File: src/rtl/stabilizer_tableau_gate_engine_unit_defines.svh
// ----------------------------------------------------------------------------
// Assertion macros for the stabilizer tableau gate engine
// Shared concurrent assertion forms, clocked and disabled during reset.
// ----------------------------------------------------------------------------
`ifndef STABILIZER_TABLEAU_GATE_ENGINE_UNIT_DEFINES_SVH
`define STABILIZER_TABLEAU_GATE_ENGINE_UNIT_DEFINES_SVH

// The consequent must hold in the same cycle as the antecedent.
`define STGE_ASSERT_SAME(label, clk, rst, ante, cons) \
  label: assert property (@(posedge clk) disable iff (rst) (ante) |-> (cons)) \
    else $error("stge assertion failed");

// The consequent must hold in the cycle after the antecedent.
`define STGE_ASSERT_NEXT(label, clk, rst, ante, cons) \
  label: assert property (@(posedge clk) disable iff (rst) (ante) |=> (cons)) \
    else $error("stge assertion failed");

`endif

File: src/rtl/stge_ram.sv
// ----------------------------------------------------------------------------
// Generic single-port-write RAM
// One write port and one read port with registered read data.
// ----------------------------------------------------------------------------
`default_nettype none

module stge_ram #(
  parameter int WIDTH = 8,
  parameter int DEPTH = 16
) (
  input  wire logic                     clk,
  input  wire logic                     we,
  input  wire logic [$clog2(DEPTH)-1:0] waddr,
  input  wire logic [WIDTH-1:0]         wdata,
  input  wire logic                     re,
  input  wire logic [$clog2(DEPTH)-1:0] raddr,
  output logic      [WIDTH-1:0]         rdata
);

  logic [WIDTH-1:0] mem [DEPTH];

  always_ff @(posedge clk) begin
    if (we) begin
      mem[waddr] <= wdata;
    end
    if (re) begin
      rdata <= mem[raddr];
    end
  end

endmodule

`default_nettype wire

File: config.mk
export PLATFORM = sky130hd
export DESIGN_NAME = stge_ram
export DESIGN_NICKNAME = d
export VERILOG_FILES = /design/src/rtl/stabilizer_tableau_gate_engine_unit_defines.svh /design/src/rtl/stge_ram.sv
export SDC_FILE = /design/constraint.sdc
export NUM_CORES = 1
export LEC_CHECK = 0
export ABC_AREA = 1
export BUFFER_PORTS_ARGS = -buffer_cell sky130_fd_sc_hd__clkbuf_2
export CAP_MARGIN = 10
export CORE_AREA = 2 2 143 145
export CTS_CLUSTER_DIAMETER = 40
export DETAILED_ROUTE_END_ITERATION = 8
export DIE_AREA = 0 0 145 147
export GPL_TIMING_DRIVEN = 0
export PLACE_DENSITY = 0.52
export SYNTH_ARGS = -nofsm -noshare
export SYNTH_HDL_FRONTEND = slang
export SYNTH_SLANG_ARGS = --single-unit
export TNS_END_PERCENT = 10
File: constraint.sdc
create_clock -name clk -period 1.4 [get_ports clk]
set_input_delay 0.28 -clock clk [delete_from_list [all_inputs] [get_ports clk]]
set_output_delay 0.28 -clock clk [all_outputs]
set_load 0.005 [all_outputs]
After elaboration in Yosys (flattened, before gate mapping)
Memory sizes are Yosys's and may differ from the RTL's. A register that Yosys moved wholly into a read port is not among the register bits.
Index checks and enable logic that the tools add are counted.
W data, S select, Z words.
{ "op_classes": {"muxes": 2} }
{ "op_table": {"columns": ["operator", "count"], "rows": [
  ["$mux W1", 2]
]} }
{ "totals": {"word_cells": 3, "mem_bits_rw": 128, "output_inout_bits": 8, "regBits": 0, "n_memories": 1} }
{ "mem_list": {"columns": ["memory", "depth", "word_bits", "read_ports", "rd_ports_with_merged_regs", "write_ports", "line_no", "text"], "rows": [
  ["mem", 16, 8, 1, 1, 1, "stge_ram.sv:20", "logic [WIDTH-1:0] mem [DEPTH];"]
]} }

Depth between registers and ports, before layout
{ "logic_depth": {"ltp_word": 2, "depth_mapped": 8, "ltp_nobuf": 7} }

Least setup slack after synthesis
OpenSTA, ideal clock, no wires.
{ "synth_timing": {"kind": "input-to-reg", "start": "input port waddr[2]", "end": "memory mem[10][0], enable pin", "arrival_time_ns": 0.861, "required_time_ns": 1.030, "n_path_buf": 0, "setup_slack_ns": 0.169, "stages": 2, "cell_sequence": "nand3b_1 -> nor2_1"} }
{ "synth_rtl": {"columns": ["element", "line_no", "text"], "rows": [
  ["start, declared", "stge_ram.sv:13", "input wire logic [$clog2(DEPTH)-1:0] waddr,"],
  ["end, declared", "stge_ram.sv:20", null]
]} }
Straight into the memory's write port.

Final worst setup path
{ "layout_timing": {"start": "input port waddr[2]", "end": "memory mem[8][3], enable pin"} }
Straight into the memory's write port.

==> impl.org <==
** Place
- Routability-driven placement finished with a final weighted congestion of between 0.8 and 0.9.
- The wire-length estimate of the detail-placed layout is 9640 µm.
- Port buffer count :: 23

** STA
- Hold Violations, Final :: 0
- Number of endpoints failing setup at the final stage :: 0
- Worst relative slew slack :: ~40%
- Timing would allow up to around 0.77 GHz.
- Final-layout worst hold slack :: 0.208 ns
- Number of slew-limit violations in the final report :: 0
- Between clock sinks in the finished design, the worst skew comes to 0.00359 ns.
- Setup repair after global routing left no endpoint under its margin.
- After layout, the minimum clock period comes to 1.30 ns.
- For the pin with the worst max-slew slack, the measured transition is around 0.88 ns.
- Post-route fraction of the period consumed by the critical path :: between 90% and 100%

** Pwr
- Overall power consumption after layout is estimated at between 9 and 10 mW.
- Pleak :: between 2 and 3 nW
- VDD sags by at most slightly below 0.8 mV.
- Total power density per cell area :: between 1000 and 1500 nW/µm²

** Floorplan
- Width of the chip :: 145 µm
- Cell Rows :: 52
- The region available for standard cell placement spans 19800 µm².
- The floorplan step set the die height to between 100 and 150 µm.
- The floorplan step defined a die boundary enclosing 21300 µm².
- Initial core utilization :: between 20% and 30%
- During I/O placement, the number of pins put on the boundary was 27.

** Final layout
- Post-layout nets :: a little over 600
- After filler insertion, the fill cell instance count of the layout stands at a little over 2000.
- Final cell utilization of the core :: 34.6%
- Leaving out fill and tap cells, the most frequent cells in the layout are sky130_fd_sc_hd__nand2_1, sky130_fd_sc_hd__edfxtp_1, sky130_fd_sc_hd__inv_1.
- Antenna cell count :: 0
- The post-route netlist has a little over an eighth of its cells at a drive strength greater than 1.
- Relative to the synthesized area, the layout overhead comes to 17.3%.
- Multi-input gate area in the final layout :: 1220 µm²
- Summing all flip-flop and latch instances after layout gives 4080 µm².
- The library cell used most frequently in the layout, excluding fill and tap cells, is sky130_fd_sc_hd__nand2_1.

** Routing
- Dividing the detail-routed wire length by the instance count gives around 16 µm.
- Average via count per standard cell :: ~4.3
- In this run the remaining antenna-violating nets after routing total 0.
- After detailed routing, the number of remaining DRC violations is 0.
- The final route contains approximately 3800 vias.
- Summed over all layers, the routed wires come to 14400 µm.
- Total iterations of the first detailed-routing run :: 7
- The first routing iteration left between 300 and 400 violations.

** Yosys
- Gate count of the mapped netlist :: between 500 and 600
- Counting every net in the synthesized netlist gives 570.
- Top area cells in the synthesized netlist :: sky130_fd_sc_hd__edfxtp_1, sky130_fd_sc_hd__nand2_1, sky130_fd_sc_hd__nand3_1
- The biggest area contributor in the post-synthesis netlist is sky130_fd_sc_hd__edfxtp_1.
- After synthesis the netlist holds a flip-flop and latch count of about 140.
- The top cell type by area accounts for approximately 70% of the synthesized area.
- The mapped netlist covers 5850 µm².
- Mean cell area of the mapped netlist :: ~11 µm²
- During synthesis, Yosys emitted a total of 0 warnings.
- Sequential share of the synthesized area :: around 70%
- Count of unique library cells instantiated by Yosys :: 11

** Clock network
- Maximum clock path buffer count :: 2
- Count of buffers added by post-CTS timing repair for setup :: 0
- The tree is rooted in a sky130_fd_sc_hd__clkbuf_16.
- The clock reaches the later pin of the worst-skew pair after 0.42 ns.
- Clock-pin slew was measured on the worst setup and hold paths at roughly 0.06 ns.
- Level count of the clock H-tree :: 4
- CTS tree :: built
- CTS buffer count :: 17
- Clock Sink Count :: about 140

** Setup path
- Startpoint class of the critical path :: primary input
- The worst setup path is captured at a flip-flop.
- The critical path goes through clkbuf_2 -> nand3b_1 -> nor2_1.
- Highest-delay cell along the critical path :: sky130_fd_sc_hd__nor2_1
- STA puts the critical path data required time at roughly 1.5 ns.
- Number of buffers and inverters on the critical path :: 1
- WP data arrival :: ~1.4 ns
- Of all nets on the critical path, the largest fanout is 8.
- On the worst path, the slowest cell contributes a delay of approximately 0.7 ns.
- The cell family contributing the most delay on the critical path is simple AND/OR/NAND/NOR gates.
- Type of the setup path with the least slack :: in2reg

** Global route
- Number of global-route vias before repair :: between 3000 and 4000
- Global routing finished with a remaining overflow of 0.
- First-pass GRT wire length :: 21900 µm
- Global-route usage over all layers :: between 10% and 20%
- Entering global routing, the biggest net connects 17 pins.
- Initial antenna violation count :: 0

** Min path
- Class of the tightest hold or removal check :: in2reg

** Flow run
- The tool flagged a number of max-cap violations equal to 0.

** Status
- The run finished with clean final reports.
## power breakdown
group | switching [mW] | internal (mW)
Combinational | 0.422 | 0.170
Clock | 1.69 | 2.43
Sequential | 0.0222 | 4.59
Total | 2.13 | 7.19
## metrics by stage
| step | setup WS [ns] | instances | instance area (µm²) | TNS [ns] |
|---|---|---|---|---|
| 4_1_cts | -0.0217 | 876 | 6850 | -0.270 |
| 5_1_grt | 0.0115 | 876 | 6860 | 0 |
| 3_5_place_dp | -0.476 | 844 | 6300 | -36.98 |
| 2_1_floorplan | 0.169 | 551 | 5850 | 0 |
| 6_report | 0.100 | 876 | 6860 | 0 |
| 3_3_place_gp | -0.347 | 844 | 6300 | -34.11 |
## cell usage after synthesis (all sizes together)
| master | count |
|---|---|
| nand2 | 173 |
| edfxtp | 136 |
| inv | 102 |
| nand3 | 97 |
| buf | 24 |
| nor2 | 17 |
| nand3b | 2 |
## per-layer routing
layer | GRT usage, % | part of all wire (%) | vias up
met2 | 21.2 | 44 | 128
met4 | 6.93 | 3.2 | 0
met3 | 3.23 | 6.2 | 32
met1 | 19.4 | 47 | 1779
li1 | - | - | 1864
met5 | 0 | 0 | -
## registers in the layout, indices dropped and copies added, names as in the netlist
register and cells:
mem 128, rdata 8
## worst register-to-register path: cells and delay by family (launching register included)
family,cells,cell delay (ns)
and+or+nand+nor,6,0.55
DFF,1,0.36
## area by class of cell
class                   count  area share (%)
repair buffers             23            1.68
flip-flops and latches    136            59.6
inverters                 102            5.58
well taps                 270            4.93
clock inverters            15            1.84
clock buffers              17            6.20
plain buffers              24            2.43
multi-input cells         289            17.8
## path summary, 6_finish.rpt
path | startpoint | endpoint | slack (ns) | cells past startpoint
hold reg to reg | mem[0][0] | rdata[0] | 0.81 | 6
hold / removal | re | rdata[1] | 0.21 | 1
setup reg to reg | mem[11][7] | rdata[7] | 0.22 | 6
setup / recovery | waddr[2] | mem[8][3] | 0.10 | 3
## timing repair
| item | CTS | global route |
|---|---|---|
| pin swaps | 0 | 0 |
| gates cloned | 0 | 0 |
| hold buffers | 0 | 0 |
| setup endpoints to repair | 16 | 8 |
| resized for setup | 0 | 2 |
## cells by family (layout without fill, tap and decap cells)
family / after synthesis / in the layout / synth area share [%]
simple gates: 289 / 289 / 20.8
flops: 136 / 136 / 69.8
buf+inv: 126 / 181 / 9.39
No activity file was read; power rests on OpenSTA's default activity.
